--- src/rtl/lirs_pkg.sv ---
// Shared constants, codes and control types for the linear-interpolation resampler.
`timescale 1ns / 1ps
package lirs_pkg;

	// fixed output rate and clip limit
	localparam int unsigned OUTPUT_RATE = 48000;
	localparam int unsigned MAX_SECONDS = 600;

	// field and state widths
	localparam int SAMPLE_W = 16;
	localparam int RATE_W   = 18;
	localparam int PHASE_W  = 16;
	localparam int SUM_W    = 18;
	localparam int FA_W     = 8;
	localparam int COUNT_W  = 25;
	localparam int SLACK_W  = 19;
	localparam int PROD_W   = 4;
	localparam int STATUS_W = 2;
	localparam int CFG_IDX_W = 1;

	// input rate saturation bounds
	localparam logic [RATE_W-1:0] RATE_MIN = RATE_W'(8000);
	localparam logic [RATE_W-1:0] RATE_MAX = RATE_W'(192000);

	// most samples one clip may produce
	localparam logic [COUNT_W-1:0] MAX_OUT = COUNT_W'(OUTPUT_RATE * MAX_SECONDS);

	// results per item beyond this are dropped
	localparam logic [PROD_W-1:0] RESULT_CAP = PROD_W'(12);

	// divide by 48000 = (x >> 7) / 375, via reciprocal floor(2^32 / 375)
	localparam int PRE_SH = 7;
	localparam int RECIP_W = 24;
	localparam logic [RECIP_W-1:0] RECIP_M = RECIP_W'(11453246);

	// configuration register indexes
	localparam logic [CFG_IDX_W-1:0] REG_INPUT_RATE = 1'd0;
	localparam logic [CFG_IDX_W-1:0] REG_STEREO     = 1'd1;

	// result status codes
	typedef enum logic [STATUS_W-1:0] {
		ST_SAMPLE   = 2'd0,
		ST_TOO_LONG = 2'd1,
		ST_EMPTY    = 2'd2
	} status_t;

	// controller to datapath commands
	typedef struct packed {
		logic in_ready;
		logic held_step;
		logic start;
		logic fa_dec;
		logic resolve;
		logic last_step;
		logic last_done;
		logic flush;
	} cmd_t;

	// datapath to controller status
	typedef struct packed {
		logic in_valid;
		logic in_last;
		logic have_prev;
		logic last_q;
		logic fa_zero;
		logic last_cond;
		logic res_valid;
		logic put_ok;
	} stat_t;

endpackage

--- src/rtl/lirs_if.sv ---
// Valid/ready channel interfaces for input frames and output results.
`timescale 1ns / 1ps
interface lirs_in_if
	import lirs_pkg::*;
();
	logic                       valid;
	logic                       ready;
	logic signed [SAMPLE_W-1:0] left_sample;
	logic signed [SAMPLE_W-1:0] right_sample;
	logic                       last_frame;

	modport source (output valid, left_sample, right_sample, last_frame, input ready);
	modport sink   (input valid, left_sample, right_sample, last_frame, output ready);
endinterface

interface lirs_out_if
	import lirs_pkg::*;
();
	logic                       valid;
	logic                       ready;
	logic signed [SAMPLE_W-1:0] out_sample;
	logic [STATUS_W-1:0]        status;
	logic                       last_out;

	modport source (output valid, out_sample, status, last_out, input ready);
	modport sink   (input valid, out_sample, status, last_out, output ready);
endinterface

--- src/rtl/lirs_interp.sv ---
// Four-stage interpolation unit: (a*(R-f) + b*f) / R truncated toward zero.
`timescale 1ns / 1ps
module lirs_interp
	import lirs_pkg::*;
(
	input  logic                       clk,
	input  logic                       arst_n,
	input  logic                       start,
	input  logic                       clear,
	input  logic signed [SAMPLE_W-1:0] a,
	input  logic signed [SAMPLE_W-1:0] b,
	input  logic [PHASE_W-1:0]         f,
	output logic                       res_valid,
	output logic signed [SAMPLE_W-1:0] res_val
);
	localparam int DIFF_W = SAMPLE_W + 1;
	localparam int PR_W   = DIFF_W + PHASE_W + 1;
	localparam int ABS_W  = 31;
	localparam int MP_W   = 2 * RECIP_W;
	localparam int Q_W    = SAMPLE_W;
	localparam int QM_W   = 32;
	localparam logic signed [PR_W-1:0] RATE_S = PR_W'(OUTPUT_RATE);

	logic                     v_s1, v_s2, v_s3;
	logic signed [PR_W-1:0]   prod_s1;
	logic signed [SAMPLE_W-1:0] a_s1;
	logic [ABS_W-1:0]         abs_s2, abs_s3;
	logic                     neg_s2, neg_s3;
	logic [Q_W-1:0]           qe_s3;
	logic                     res_valid_q;
	logic signed [SAMPLE_W-1:0] res_q;

	logic signed [DIFF_W-1:0] diff;
	logic signed [PR_W-1:0]   prod;
	logic signed [PR_W-1:0]   vsum;
	logic [PR_W-1:0]          vabs;
	logic [MP_W-1:0]          mp;
	logic [QM_W-1:0]          qm;
	logic [QM_W-1:0]          rem;
	logic [Q_W:0]             q;
	logic [Q_W:0]             qs;

	// stage 1: slope times fraction
	assign diff = DIFF_W'(b) - DIFF_W'(a);
	assign prod = PR_W'(diff) * $signed(PR_W'({1'b0, f}));

	// stage 2: add a*R, split sign and magnitude
	assign vsum = PR_W'(a_s1) * RATE_S + prod_s1;
	assign vabs = vsum[PR_W-1] ? PR_W'(-vsum) : PR_W'(vsum);

	// stage 3: quotient estimate, low by at most one
	assign mp = MP_W'(abs_s2[ABS_W-1:PRE_SH]) * MP_W'(RECIP_M);

	// stage 4: correct estimate, restore sign
	assign qm  = QM_W'(qe_s3) * QM_W'(OUTPUT_RATE);
	assign rem = QM_W'(abs_s3) - qm;
	assign q   = (Q_W + 1)'(qe_s3) + (Q_W + 1)'(rem >= QM_W'(OUTPUT_RATE));
	assign qs  = neg_s3 ? (Q_W + 1)'(-q) : q;

	always_ff @(posedge clk or negedge arst_n) begin
		if (!arst_n) begin
			v_s1        <= 1'b0;
			v_s2        <= 1'b0;
			v_s3        <= 1'b0;
			res_valid_q <= 1'b0;
		end else begin
			v_s1 <= start;
			v_s2 <= v_s1;
			v_s3 <= v_s2;
			if (v_s3) begin
				res_valid_q <= 1'b1;
			end else if (clear) begin
				res_valid_q <= 1'b0;
			end
		end
	end

	// datapath registers
	always_ff @(posedge clk) begin
		if (start) begin
			prod_s1 <= prod;
			a_s1    <= a;
		end
		if (v_s1) begin
			abs_s2 <= vabs[ABS_W-1:0];
			neg_s2 <= vsum[PR_W-1];
		end
		if (v_s2) begin
			qe_s3  <= mp[MP_W-1 -: Q_W];
			abs_s3 <= abs_s2;
			neg_s3 <= neg_s2;
		end
		if (v_s3) begin
			res_q <= qs[Q_W-1:0];
		end
	end

	assign res_valid = res_valid_q;
	assign res_val   = res_q;

endmodule

--- src/rtl/lirs_dp.sv ---
// Datapath: config, clip state, phase accumulator, held output and result registers.
`timescale 1ns / 1ps
module lirs_dp
	import lirs_pkg::*;
(
	input  logic                  clk,
	input  logic                  arst_n,
	input  logic                  cfg_we,
	input  logic [CFG_IDX_W-1:0]  cfg_index,
	input  logic [RATE_W-1:0]     cfg_data,
	lirs_in_if.sink               in_ch,
	lirs_out_if.source            out_ch,
	input  cmd_t                  cmd,
	output stat_t                 st
);
	localparam logic [SUM_W-1:0] R1 = SUM_W'(OUTPUT_RATE);
	localparam logic [SUM_W-1:0] R2 = SUM_W'(2 * OUTPUT_RATE);
	localparam logic [SUM_W-1:0] R3 = SUM_W'(3 * OUTPUT_RATE);
	localparam logic [SUM_W-1:0] R4 = SUM_W'(4 * OUTPUT_RATE);
	localparam int K_W = 3;

	// configuration
	logic [RATE_W-1:0]          rate_cfg_q;
	logic                       stereo_q;

	// current item
	logic signed [SAMPLE_W-1:0] b_q;
	logic                       last_q;
	logic [RATE_W-1:0]          rate_q;
	logic [PROD_W-1:0]          produced_q;

	// clip state
	logic signed [SAMPLE_W-1:0] prev_q;
	logic                       have_prev_q;
	logic [PHASE_W-1:0]         phase_q;
	logic [FA_W-1:0]            fa_q;
	logic [COUNT_W-1:0]         count_q;
	logic                       err_q;
	logic signed [SAMPLE_W-1:0] held_val_q;
	logic                       held_valid_q;
	logic signed [SLACK_W-1:0]  slack_q;

	// pending result and output register
	logic                       pend_valid_q;
	logic signed [SAMPLE_W-1:0] pend_sample_q;
	status_t                    pend_status_q;
	logic                       out_valid_q;
	logic signed [SAMPLE_W-1:0] out_sample_q;
	status_t                    out_status_q;
	logic                       out_last_q;

	logic                       accept;
	logic signed [SAMPLE_W:0]   lr_sum;
	logic signed [SAMPLE_W:0]   lr_adj;
	logic signed [SAMPLE_W-1:0] b_in;
	logic [RATE_W-1:0]          rate_cl;
	logic [SUM_W-1:0]           s;
	logic [K_W-1:0]             adv_k;
	logic [SUM_W-1:0]           adv_phase;
	logic signed [SLACK_W-1:0]  slack_dec;
	logic signed [SLACK_W-1:0]  slack_new;
	logic                       slack_le;
	logic                       fits;
	logic                       res_valid;
	logic signed [SAMPLE_W-1:0] res_val;
	logic                       emit_req;
	logic signed [SAMPLE_W-1:0] emit_val;
	logic                       too_long;
	logic                       put_req;
	logic                       put_go;
	logic signed [SAMPLE_W-1:0] put_sample;
	status_t                    put_status;
	logic                       out_free;
	logic                       push_pend;

	assign accept = in_ch.valid && cmd.in_ready;

	// downmix (L+R)/2 truncated toward zero
	assign lr_sum = (SAMPLE_W + 1)'(in_ch.left_sample) + (SAMPLE_W + 1)'(in_ch.right_sample);
	assign lr_adj = lr_sum + (SAMPLE_W + 1)'({1'b0, lr_sum[SAMPLE_W]});
	assign b_in   = stereo_q ? lr_adj[SAMPLE_W:1] : in_ch.left_sample;

	// rate saturation
	always_comb begin
		if (rate_cfg_q < RATE_MIN) begin
			rate_cl = RATE_MIN;
		end else if (rate_cfg_q > RATE_MAX) begin
			rate_cl = RATE_MAX;
		end else begin
			rate_cl = rate_cfg_q;
		end
	end

	// phase advance: whole frames and remaining fraction
	assign s = SUM_W'(phase_q) + SUM_W'(rate_q);
	always_comb begin
		if (s >= R4) begin
			adv_k = K_W'(4);
			adv_phase = s - R4;
		end else if (s >= R3) begin
			adv_k = K_W'(3);
			adv_phase = s - R3;
		end else if (s >= R2) begin
			adv_k = K_W'(2);
			adv_phase = s - R2;
		end else if (s >= R1) begin
			adv_k = K_W'(1);
			adv_phase = s - R1;
		end else begin
			adv_k = '0;
			adv_phase = s;
		end
	end

	// held output bookkeeping
	assign slack_dec = slack_q - SLACK_W'(OUTPUT_RATE);
	assign slack_le  = slack_dec[SLACK_W-1] || (slack_dec == '0);
	assign slack_new = SLACK_W'(s) - SLACK_W'(R2);
	assign fits      = (s <= R2);

	lirs_interp u_interp (
		.clk       (clk),
		.arst_n    (arst_n),
		.start     (cmd.start),
		.clear     (cmd.resolve),
		.a         (prev_q),
		.b         (b_q),
		.f         (phase_q),
		.res_valid (res_valid),
		.res_val   (res_val)
	);

	// sample emission request
	always_comb begin
		emit_req = 1'b0;
		emit_val = '0;
		if (cmd.held_step) begin
			emit_req = held_valid_q && slack_le;
			emit_val = held_val_q;
		end else if (cmd.resolve) begin
			emit_req = fits;
			emit_val = res_val;
		end else if (cmd.last_step) begin
			emit_req = 1'b1;
			emit_val = b_q;
		end
	end

	// result formation, length check and cap
	assign too_long = (count_q >= MAX_OUT);
	always_comb begin
		put_req    = 1'b0;
		put_sample = '0;
		put_status = ST_SAMPLE;
		if (cmd.last_done) begin
			put_req    = (count_q == '0) && !err_q;
			put_status = ST_EMPTY;
		end else if (emit_req && !err_q) begin
			put_req = 1'b1;
			if (too_long) begin
				put_status = ST_TOO_LONG;
			end else begin
				put_sample = emit_val;
			end
		end
	end
	assign put_go    = put_req && (produced_q < RESULT_CAP);
	assign out_free  = !out_valid_q || out_ch.ready;
	assign push_pend = pend_valid_q && (put_go || cmd.flush);

	// configuration registers
	always_ff @(posedge clk or negedge arst_n) begin
		if (!arst_n) begin
			rate_cfg_q <= RATE_W'(48000);
			stereo_q   <= 1'b0;
		end else if (cfg_we) begin
			case (cfg_index)
				REG_INPUT_RATE: rate_cfg_q <= cfg_data;
				REG_STEREO:     stereo_q   <= cfg_data[0];
				default:        ;
			endcase
		end
	end

	// item and clip state
	always_ff @(posedge clk or negedge arst_n) begin
		if (!arst_n) begin
			b_q          <= '0;
			last_q       <= 1'b0;
			rate_q       <= '0;
			produced_q   <= '0;
			prev_q       <= '0;
			have_prev_q  <= 1'b0;
			phase_q      <= '0;
			fa_q         <= '0;
			count_q      <= '0;
			err_q        <= 1'b0;
			held_val_q   <= '0;
			held_valid_q <= 1'b0;
			slack_q      <= '0;
		end else begin
			if (accept) begin
				b_q        <= b_in;
				last_q     <= in_ch.last_frame;
				rate_q     <= rate_cl;
				produced_q <= '0;
				if (!have_prev_q) begin
					prev_q      <= b_in;
					have_prev_q <= 1'b1;
				end
			end
			if (cmd.held_step && held_valid_q) begin
				slack_q <= slack_dec;
				if (slack_le) begin
					held_valid_q <= 1'b0;
				end
			end
			if (cmd.fa_dec) begin
				fa_q        <= fa_q - FA_W'(1);
				prev_q      <= b_q;
				have_prev_q <= 1'b1;
			end
			if (cmd.resolve && !fits) begin
				held_val_q   <= res_val;
				slack_q      <= slack_new;
				held_valid_q <= 1'b1;
			end
			if (cmd.resolve || cmd.last_step) begin
				phase_q <= adv_phase[PHASE_W-1:0];
				fa_q    <= fa_q + FA_W'(adv_k);
			end
			if (emit_req && !err_q) begin
				if (too_long) begin
					err_q <= 1'b1;
				end else begin
					count_q <= count_q + COUNT_W'(1);
				end
			end
			if (put_go) begin
				produced_q <= produced_q + PROD_W'(1);
			end
			// end of clip: all clip state back to reset
			if (cmd.last_done) begin
				prev_q       <= '0;
				have_prev_q  <= 1'b0;
				phase_q      <= '0;
				fa_q         <= '0;
				count_q      <= '0;
				err_q        <= 1'b0;
				held_val_q   <= '0;
				held_valid_q <= 1'b0;
				slack_q      <= '0;
			end
		end
	end

	// pending result and output register
	always_ff @(posedge clk or negedge arst_n) begin
		if (!arst_n) begin
			pend_valid_q  <= 1'b0;
			pend_sample_q <= '0;
			pend_status_q <= ST_SAMPLE;
			out_valid_q   <= 1'b0;
			out_sample_q  <= '0;
			out_status_q  <= ST_SAMPLE;
			out_last_q    <= 1'b0;
		end else begin
			if (put_go) begin
				pend_valid_q  <= 1'b1;
				pend_sample_q <= put_sample;
				pend_status_q <= put_status;
			end else if (cmd.flush) begin
				pend_valid_q <= 1'b0;
			end
			if (push_pend) begin
				out_valid_q  <= 1'b1;
				out_sample_q <= pend_sample_q;
				out_status_q <= pend_status_q;
				out_last_q   <= cmd.flush;
			end else if (out_ch.ready) begin
				out_valid_q <= 1'b0;
			end
		end
	end

	assign in_ch.ready       = cmd.in_ready;
	assign out_ch.valid      = out_valid_q;
	assign out_ch.out_sample = out_sample_q;
	assign out_ch.status     = out_status_q;
	assign out_ch.last_out   = out_last_q;

	// status to controller
	assign st.in_valid  = in_ch.valid;
	assign st.in_last   = in_ch.last_frame;
	assign st.have_prev = have_prev_q;
	assign st.last_q    = last_q;
	assign st.fa_zero   = (fa_q == '0);
	assign st.last_cond = (fa_q == '0) && (s <= R1);
	assign st.res_valid = res_valid;
	assign st.put_ok    = !pend_valid_q || out_free;

endmodule

--- src/rtl/lirs_ctrl.sv ---
// Controller state machine sequencing one input item through the datapath.
`timescale 1ns / 1ps
module lirs_ctrl
	import lirs_pkg::*;
(
	input  logic  clk,
	input  logic  arst_n,
	input  stat_t st,
	output cmd_t  cmd
);
	typedef enum logic [5:0] {
		S_IDLE  = 6'b000001,
		S_HELD  = 6'b000010,
		S_LOOP  = 6'b000100,
		S_WAIT  = 6'b001000,
		S_LAST  = 6'b010000,
		S_FLUSH = 6'b100000
	} state_t;

	state_t state_q, state_d;

	// next state and commands
	always_comb begin
		state_d = state_q;
		cmd     = '0;
		case (state_q)
			S_IDLE: begin
				cmd.in_ready = 1'b1;
				if (st.in_valid) begin
					if (st.have_prev) begin
						state_d = S_HELD;
					end else if (st.in_last) begin
						state_d = S_LAST;
					end else begin
						state_d = S_FLUSH;
					end
				end
			end
			S_HELD: begin
				if (st.put_ok) begin
					cmd.held_step = 1'b1;
					state_d = S_LOOP;
				end
			end
			S_LOOP: begin
				if (st.fa_zero) begin
					cmd.start = 1'b1;
					state_d = S_WAIT;
				end else begin
					cmd.fa_dec = 1'b1;
					state_d = st.last_q ? S_LAST : S_FLUSH;
				end
			end
			S_WAIT: begin
				if (st.res_valid && st.put_ok) begin
					cmd.resolve = 1'b1;
					state_d = S_LOOP;
				end
			end
			S_LAST: begin
				if (st.put_ok) begin
					if (st.last_cond) begin
						cmd.last_step = 1'b1;
					end else begin
						cmd.last_done = 1'b1;
						state_d = S_FLUSH;
					end
				end
			end
			S_FLUSH: begin
				if (st.put_ok) begin
					cmd.flush = 1'b1;
					state_d = S_IDLE;
				end
			end
			default: begin
				state_d = S_IDLE;
			end
		endcase
	end

	always_ff @(posedge clk or negedge arst_n) begin
		if (!arst_n) begin
			state_q <= S_IDLE;
		end else begin
			state_q <= state_d;
		end
	end

endmodule

--- src/rtl/linear_interp_resampler_downmix.sv ---
// Each interpolated output of an item runs through the four-stage multiply and divide-by-rate
// unit. The first frame of a clip interpolates nothing.
// A final frame adds a closing step after one step per tail sample, and a stalled result
// register holds the item until it frees.
// The block takes one item at a time; a new item is accepted only in the idle state.
// Reset (arst_n low) clears all clip state and sets input_rate 48000, mono.
`timescale 1ns / 1ps
module linear_interp_resampler_downmix
	import lirs_pkg::*;
(
	input  logic                 clk,
	input  logic                 arst_n,
	input  logic                 cfg_we,
	input  logic [CFG_IDX_W-1:0] cfg_index,
	input  logic [RATE_W-1:0]    cfg_data,
	lirs_in_if.sink              in_ch,
	lirs_out_if.source           out_ch
);
	cmd_t  cmd;
	stat_t st;

	lirs_ctrl u_ctrl (
		.clk    (clk),
		.arst_n (arst_n),
		.st     (st),
		.cmd    (cmd)
	);

	lirs_dp u_dp (
		.clk       (clk),
		.arst_n    (arst_n),
		.cfg_we    (cfg_we),
		.cfg_index (cfg_index),
		.cfg_data  (cfg_data),
		.in_ch     (in_ch),
		.out_ch    (out_ch),
		.cmd       (cmd),
		.st        (st)
	);

endmodule

--- src/flat_wrapper.sv ---
// flat-port wrapper written by rule: the top's interface ports become plain ports
module linear_interp_resampler_downmix_flat import lirs_pkg::*;
  (clk, arst_n, cfg_we, cfg_index, cfg_data, in_ch_valid, in_ch_left_sample, in_ch_right_sample, in_ch_last_frame, in_ch_ready, out_ch_valid, out_ch_out_sample, out_ch_status, out_ch_last_out, out_ch_ready);
  lirs_in_if in_ch_i ();
  lirs_out_if out_ch_i ();
  input  logic clk;
  input  logic arst_n;
  input  logic cfg_we;
  input  logic [CFG_IDX_W-1:0] cfg_index;
  input  logic [RATE_W-1:0] cfg_data;
  input wire logic [$bits(in_ch_i.valid)-1:0] in_ch_valid;
  input wire logic [$bits(in_ch_i.left_sample)-1:0] in_ch_left_sample;
  input wire logic [$bits(in_ch_i.right_sample)-1:0] in_ch_right_sample;
  input wire logic [$bits(in_ch_i.last_frame)-1:0] in_ch_last_frame;
  output wire logic [$bits(in_ch_i.ready)-1:0] in_ch_ready;
  output wire logic [$bits(out_ch_i.valid)-1:0] out_ch_valid;
  output wire logic [$bits(out_ch_i.out_sample)-1:0] out_ch_out_sample;
  output wire logic [$bits(out_ch_i.status)-1:0] out_ch_status;
  output wire logic [$bits(out_ch_i.last_out)-1:0] out_ch_last_out;
  input wire logic [$bits(out_ch_i.ready)-1:0] out_ch_ready;
  assign in_ch_i.valid = in_ch_valid;
  assign in_ch_i.left_sample = in_ch_left_sample;
  assign in_ch_i.right_sample = in_ch_right_sample;
  assign in_ch_i.last_frame = in_ch_last_frame;
  assign in_ch_ready = in_ch_i.ready;
  assign out_ch_valid = out_ch_i.valid;
  assign out_ch_out_sample = out_ch_i.out_sample;
  assign out_ch_status = out_ch_i.status;
  assign out_ch_last_out = out_ch_i.last_out;
  assign out_ch_i.ready = out_ch_ready;
  linear_interp_resampler_downmix u_core (.clk(clk), .arst_n(arst_n), .cfg_we(cfg_we), .cfg_index(cfg_index), .cfg_data(cfg_data), .in_ch(in_ch_i), .out_ch(out_ch_i));
endmodule
--- config.mk ---
export PLATFORM = sky130hd
export DESIGN_NAME = linear_interp_resampler_downmix_flat
export DESIGN_NICKNAME = d
export VERILOG_FILES = /design/src/rtl/lirs_pkg.sv /design/src/rtl/lirs_if.sv /design/src/rtl/lirs_interp.sv /design/src/rtl/lirs_dp.sv /design/src/rtl/lirs_ctrl.sv /design/src/rtl/linear_interp_resampler_downmix.sv /design/src/flat_wrapper.sv
export SDC_FILE = /design/constraint.sdc
export NUM_CORES = 2
export LEC_CHECK = 0
export ABC_AREA = 1
export BUFFER_PORTS_ARGS = -buffer_cell sky130_fd_sc_hd__buf_4
export CAP_MARGIN = 15
export CORE_ASPECT_RATIO = 1.4
export CORE_MARGIN = 2
export CORE_UTILIZATION = 40
export DETAILED_ROUTE_END_ITERATION = 6
export PLACE_DENSITY_LB_ADDON = 0.1
export SLEW_MARGIN = 10
export SYNTH_ARGS = -nofsm -noshare
export SYNTH_HDL_FRONTEND = slang
export SYNTH_HIERARCHICAL = 1
export SYNTH_SLANG_ARGS = --single-unit
--- constraint.sdc ---
create_clock -name clk -period 9.25 [get_ports clk]
set_input_delay 0.4625 -clock clk [delete_from_list [all_inputs] [get_ports clk]]
set_output_delay 0.4625 -clock clk [all_outputs]
set_load 0.01 [all_outputs]
After elaboration in Yosys (flattened, before gate mapping)

Cells that the tools add are included.

Register bits after elaboration: 356
Bits in latches: 0
Memory bits (writable): 0
Bits in read-only memories: 0
Input bits: 57
Output and inout port bits: 21
Word-level logic and storage cells: 211
Memories kept: 0

$add $sub $neg: 19
$mul: 4
Div/mod/pow operators: 0
$lt $le $gt $ge: 11
Equality and inequality tests: 14
Shift operators: 0
Mux-type cells: 86
Bitwise operators: 1
Reduce and logical (&&, ||, !) cells: 41

Operator list:

| cell                                                  | count |
|---|---|
| 2-to-1 mux 16 bit                                     | 20 |
| 2-to-1 mux 25 bit                                     | 3 |
| 2-to-1 mux 6 bit                                      | 10 |
| 2-to-1 mux 19 bit                                     | 3 |
| multiplier 24 x 23 -> 47 bit, second input constant   | 1 |
| >= comparator 18 bit, second input constant           | 2 |
| 2-to-1 mux 18 bit                                     | 2 |
| case mux 6 bit (6 select lines)                       | 1 |
| adder 33 x 34 -> 34 bit                               | 1 |
| multiplier 17 x 17 -> 34 bit                          | 1 |
| 2-to-1 mux 1 bit                                      | 34 |
| >= comparator 32 x 16 -> 1 bit, second input constant | 1 |
| subtractor 16 bit, second input constant              | 2 |
| subtractor 31 x 32 -> 32 bit                          | 1 |
| 2-to-1 mux 31 bit                                     | 1 |
| negation 31 bit                                       | 1 |
| multiplier 16 x 10 -> 26 bit, second input constant   | 1 |
| adder 25 x 1 -> 25 bit, second input constant         | 1 |
| >= comparator 25 bit, second input constant           | 1 |
| zero test 25 bit                                      | 1 |
| multiplier 16 x 9 -> 25 bit, second input constant    | 1 |
| 2-to-1 mux 8 bit                                      | 3 |
| zero test 19 bit                                      | 1 |
| subtractor 18 x 17 -> 19 bit, second input constant   | 1 |
| other kinds (40)                                      | 82 |

Longest topological paths before layout

Depth in word-level cells: 16
Gate-level depth with buffers: 44
Gate-level depth less buffers: 44

Modules after synthesis

The synthesis kept the hierarchy.

By module, submodules not included:

| module      | instances | cells an instance | area each (µm²) |
|---|---|---|---|
| lirs_interp | 1         | 4334              | 37484.7 |
| lirs_dp     | 1         | 1906              | 13431.6 |
| lirs_ctrl   | 1         | 78                | 534.3 |

Least setup slack after synthesis

Ideal clock, no wire load.

Path kind: register to register
Start: register u_core.u_dp.u_interp.qe_s3[5]
End: register u_core.u_dp.u_interp.res_q[15], in the netlist u_core/u_dp/u_interp/res_val[15], data pin
Data arrival time: 7235 ps
Required time: 8996 ps
Path slack: 1761 ps
Cell stages (with the launch flop): 38
Path buffers: 0
Cells stage by stage: edfxtp_1 -> fa_1 -> inv_1 -> fa_1 -> fa_1 -> fa_1 -> inv_1 -> ha_1 -> nand2_1 -> o21ai_0 -> a31oi_1 -> o21ai_0 -> a31oi_1 -> xor2_1 -> ha_1 -> nand2_1 -> nor2_1 -> and2_1 -> (+2 left out) -> nand3_1 -> nor3_1 -> nand4_1 -> nor2_1 -> nand3_1 -> ha_1 -> ha_1 -> nand3_1 -> xor2_1 -> nand2_1 -> nor2_1 -> nand2_1 -> o21ai_0 -> nand2_1 -> nor2_1 -> nand2_1 -> xor2_1 -> inv_1

Cells in the longest elaborated chain, start to end: 6

RTL lines:

| what                            | RTL line          | text |
|---|---|---|
| from (decl)                     | lirs_interp.sv:29 | `logic [Q_W-1:0] qe_s3;` |
| from (signal assigned)          | lirs_interp.sv:89 | `qe_s3 <= mp[MP_W-1 -: Q_W];` |
| multiplier 16 x 9 -> 25 bit     | lirs_interp.sv:55 | `assign qm = QM_W'(qe_s3) * QM_W'(OUTPUT_RATE);` |
| subtractor 31 x 32 -> 32 bit    | lirs_interp.sv:56 | `assign rem = QM_W'(abs_s3) - qm;` |
| >= comparator 32 x 16 -> 1 bit  | lirs_interp.sv:57 | `assign q = (Q_W + 1)'(qe_s3) + (Q_W + 1)'(rem >= QM_W'(OUTPUT_RATE));` |
| adder 16 x 1 -> 16 bit *        | lirs_interp.sv:57 |  |
| negation 16 bit                 | lirs_interp.sv:58 | `assign qs = neg_s3 ? (Q_W + 1)'(-q) : q;` |
| 2-to-1 mux 16 bit *             | lirs_interp.sv:58 |  |
| net u_core.u_dp.u_interp.qs[15] | lirs_interp.sv:41 | `logic [Q_W:0] qs;` |
| to (signal assigned)            | lirs_interp.sv:94 | `res_q <= qs[Q_W-1:0];` |
| to (decl)                       | lirs_interp.sv:31 | `logic signed [SAMPLE_W-1:0] res_q;` |

Mark *: on every way through the listed nets, which the timed path passes. The rest lies on a longest branch.
A chain may end at the register's enable or synchronous reset.

Worst setup path in the final report

Start: register u_core.u_dp.u_interp.qe_s3[7]
End: register u_core.u_dp.u_interp.res_q[15], in the netlist u_core/u_dp/u_interp/res_val[15], data pin

Same word-level chain as after synthesis.

==> flow_metrics.env <==
export IMPL_run_status="finished, final reports clean"
export IMPL_layout_drive_gt1_share=0.0571
export IMPL_cts_sinks=342
export IMPL_slew_viol_final=0
export IMPL_clock_latency_ps=610
export IMPL_cts_buffer_depth=3
export IMPL_finalHoldWorstSlack_ps=90.8
export IMPL_cp_data_arrival_time_ps=8880
export IMPL_ios=78
export IMPL_drt_initial_drc_count=2277
export IMPL_fin_nets=7732
export IMPL_final_cell_mix="1372 x inv_1, 1256 x nand2_1, 674 x fa_1"
export IMPL_synth_fa_ha_area_frac=0.405
export IMPL_synthTopCellsByArea="fa_1 26%, ha_1 14%, inv_1 10%"
export IMPL_grt_busiest_layer="met2"
export IMPL_die_x_microns=307
export IMPL_final_common_cell="inv_1"
export IMPL_synth_distinct_cells=66
export IMPL_ys_ff_latch=342
export IMPL_ys_seq_area_frac=0.179
export IMPL_reg2reg_slack_ps=720
export IMPL_cp_max_fo=6
export IMPL_use_met3=0.0165
export IMPL_rows=155
export IMPL_grt_met1_usage=0.264
export IMPL_post_route_util=0.436
export IMPL_worst_endpoint_required_ps=9600
export IMPL_startpoint_type="register"
export IMPL_synthCells=6318
export IMPL_synth_nets=7634
export IMPL_end_kind="register"
export IMPL_post_drt_wl_per_cell_microns=19.1
export IMPL_core_sq_um=128000
export IMPL_fp_dieH_microns=428
export IMPL_slowest_stage="fa_1"
export IMPL_synth_top_family_by_area="adder cells"
export IMPL_synth_area_per_cell_sq_um=8.14
export IMPL_clk_transition_reported_paths_ps=60
export IMPL_synth_area_sq_um=51500
export IMPL_worst_pin_slew_ps=1180
export IMPL_drv_cap=0
export IMPL_synth_area_mux_share=0.00153
export IMPL_crit_type="register to register"
export IMPL_wl_mm=154
export IMPL_synth_ff_type="dfrtp_1"
export IMPL_track_usage=0.238
export IMPL_synth_area_leader_cell="fa_1"
export IMPL_period_share=0.922
export IMPL_synth_top_area_share=0.262
export IMPL_yosysWarnings=6
export IMPL_route_detailed_drc=0
export IMPL_nFillCells=13000
export IMPL_die_area_sq_um=132000
export IMPL_peakVddDrop_mv=0.373
export IMPL_tns_ps=0
export IMPL_initial_core_util=0.403
export IMPL_grt_util_met2=0.465
export IMPL_synth_simple_area_share=0.194
export IMPL_synth_edf_count=132
export IMPL_synth_compound_area_share=0.0744
export IMPL_placed_area_sq_um=54000
export IMPL_cts_root_buf="clkbuf_16"
export IMPL_numCtsBuffers=42
export IMPL_synthXorXnorAreaFrac=0.0354
export IMPL_areaGrowthSynthToFinish_pct=8.24
export IMPL_io_buffers=77
export IMPL_via_count=41200
export IMPL_crit_top_cell="nand2_1"
export IMPL_htreeDepth=2
export IMPL_cts_tree="yes"
export IMPL_grt_antenna_before_repair=0
export IMPL_fmax_mhz=117
export IMPL_p_leak_nw=28.3
export IMPL_rsz0062_at_grt="false"
export IMPL_grt_pass1_wl_mm=243
export IMPL_report_power_total_mw=20.9
export IMPL_skew_ps=26.9
export IMPL_cellPowerDensity_nw_per_um2=375
export IMPL_dr_pass1_iters=7
export IMPL_antenna_left=0
export IMPL_grt_overflow=0
export IMPL_place_congestion=0.910
export IMPL_setup_viol=0
export IMPL_period_minus_slack_ps=8530
export IMPL_critPathMaxStageDelay_ps=540
export IMPL_dp_hpwl_mm=131
export IMPL_grt_start_max_net_pins=73
export IMPL_hold_path_class="input pin to register"
export IMPL_vias_per_cell=5.08
export IMPL_hold_viol_final=0
export IMPL_fin_area_sq_um=55700
export IMPL_async_flop_share=0.614
export IMPL_slew_headroom=0.213
export IMPL_grt_pass1_vias=43600
[flip-flops by register name (all words and copies together) (netlist names), 18 cells and up]
name and flops:
u_core/u_dp/slack_q 19, u_core/u_dp/rate_q 18, u_core/u_dp/u_interp/abs_s3 24, u_core/u_dp/u_interp/prod_s1 34, u_core/u_dp/u_interp/abs_s2 24, u_core/u_dp/count_q 25, u_core/u_dp/rate_cfg_q 18
[worst max-delay path: cells and delay by family, from the launching register on]
| kind | cells | cell delay, ps |
|---|---|---|
| adders and majority gates | 8 | 3170 |
| and+or+nand+nor | 18 | 2170 |
| AOI/OAI and AO/OA | 6 | 1150 |
| xor gates and xnor gates | 3 | 630 |
| buffers and inverters | 7 | 620 |
| DFF | 1 | 530 |
[what timing repair did]
item / in CTS / in global routing
endpoints found under the hold margin: 69 / 0
setup endpoints to repair: 0 / 2
hold buffers: 2 / 0
buffers inserted: 0 / 19
gates resized for setup: 0 / 1
[where the power goes]
group,internal (mW),switching (mW),leakage (nW)
clock,1.07,0.753,0.733
sequential,2.13,0.352,3.93
combinational,5.63,11.0,23.6
total,8.83,12.1,28.3
[through the flow]
stage / setup WS (ps) / std cells
detailed placement: 473 / 7999
global placement: 497 / 7999
CTS: 489 / 8078
finish: 718 / 8098
floorplan: 1760 / 6318
global route: 11.2 / 8097
[routing by layer]
metal / vias to the layer above / routed length [microns]
met5: - / 0
met4: 0 / 7100
met3: 288 / 3880
met2: 674 / 84800
met1: 20200 / 58500
li1: 20000 / -
[cells by family after synthesis]
| logic type | after synthesis |
|---|---|
| buffers and inverters | 1492 |
| multiplexers | 7 |
| XOR/XNOR | 208 |
| AO/OA/AOI/OAI | 676 |
| flip-flops | 342 |
| AND/OR/NAND/NOR | 2334 |
| adder cells (fa/ha/maj) | 1259 |
[worst paths after layout]
check / start / to / cells after the start
min in group asynchronous: arst_n / u_core/u_dp/pend_valid_q$_DFFE_PN0N_ / 2
worst min register to register: u_core/u_dp/u_interp/v_s1$_DFF_PN0_ / u_core/u_dp/u_interp/v_s2$_DFF_PN0_ / 0
worst max-delay path: u_core/u_dp/u_interp/qe_s3[7]$_DFFE_PP_ / u_core/u_dp/u_interp/res_val[15]$_DFFE_PP_ / 42
max in group asynchronous: arst_n / u_core/u_dp/rate_cfg_q[5]$_DFFE_PN0P_ / 4
worst min-delay path: cfg_data[3] / u_core/u_dp/rate_cfg_q[3]$_DFFE_PN0P_ / 2
worst max register to register: u_core/u_dp/u_interp/qe_s3[7]$_DFFE_PP_ / u_core/u_dp/u_interp/res_val[15]$_DFFE_PP_ / 42
[layout make-up]
type | count | area (sq um) | area share
antenna | 1 | 2.50 | 0.0000449
clock buffer | 53 | 1150 | 0.0207
clock inverter | 24 | 343 | 0.00616
inverter | 1401 | 5260 | 0.0945
multi-input combinational | 4484 | 36500 | 0.656
sequential | 342 | 9230 | 0.166
tap | 1648 | 2060 | 0.0370
timing repair buffer | 145 | 1100 | 0.0198
[synthesized netlist by cell type, types with 4 or more instances]
| library cell | n |
|---|---|
| mux2_2 | 7 |
| nand2_2 | 34 |
| o21a_1 | 8 |
| edfxtp_1 | 132 |
| or2_1 | 4 |
| nor3_1 | 51 |
| a21oi_1 | 273 |
| a22oi_1 | 11 |
| a31oi_1 | 35 |
| nor4_1 | 20 |
| clkbuf_1 | 59 |
| nand3b_1 | 16 |
| dfstp_2 | 8 |
| inv_2 | 20 |
| nor2_2 | 14 |
| xnor2_1 | 68 |
| clkinv_1 | 8 |
| buf_4 | 13 |
| a221oi_1 | 10 |
| a21o_1 | 13 |
| o31ai_1 | 12 |
| o21ai_1 | 31 |
| xor2_1 | 140 |
| ha_1 | 585 |
| a32o_1 | 6 |
| buf_2 | 14 |
| o21ai_0 | 202 |
| o2111ai_1 | 6 |
| a211oi_1 | 10 |
| nand2_1 | 1256 |
| fa_1 | 674 |
| o21bai_1 | 15 |
| o22ai_1 | 10 |
| inv_1 | 1372 |
| nand4_1 | 106 |
| and2_1 | 8 |
| nor2_4 | 8 |
| nand3_2 | 9 |
| o211ai_1 | 12 |
| nor2_1 | 493 |
| dfrtp_1 | 202 |
| nand2_4 | 7 |
| or2_2 | 33 |
| nand3_1 | 270 |
Note: power is estimated with default switching activity, not from simulation.
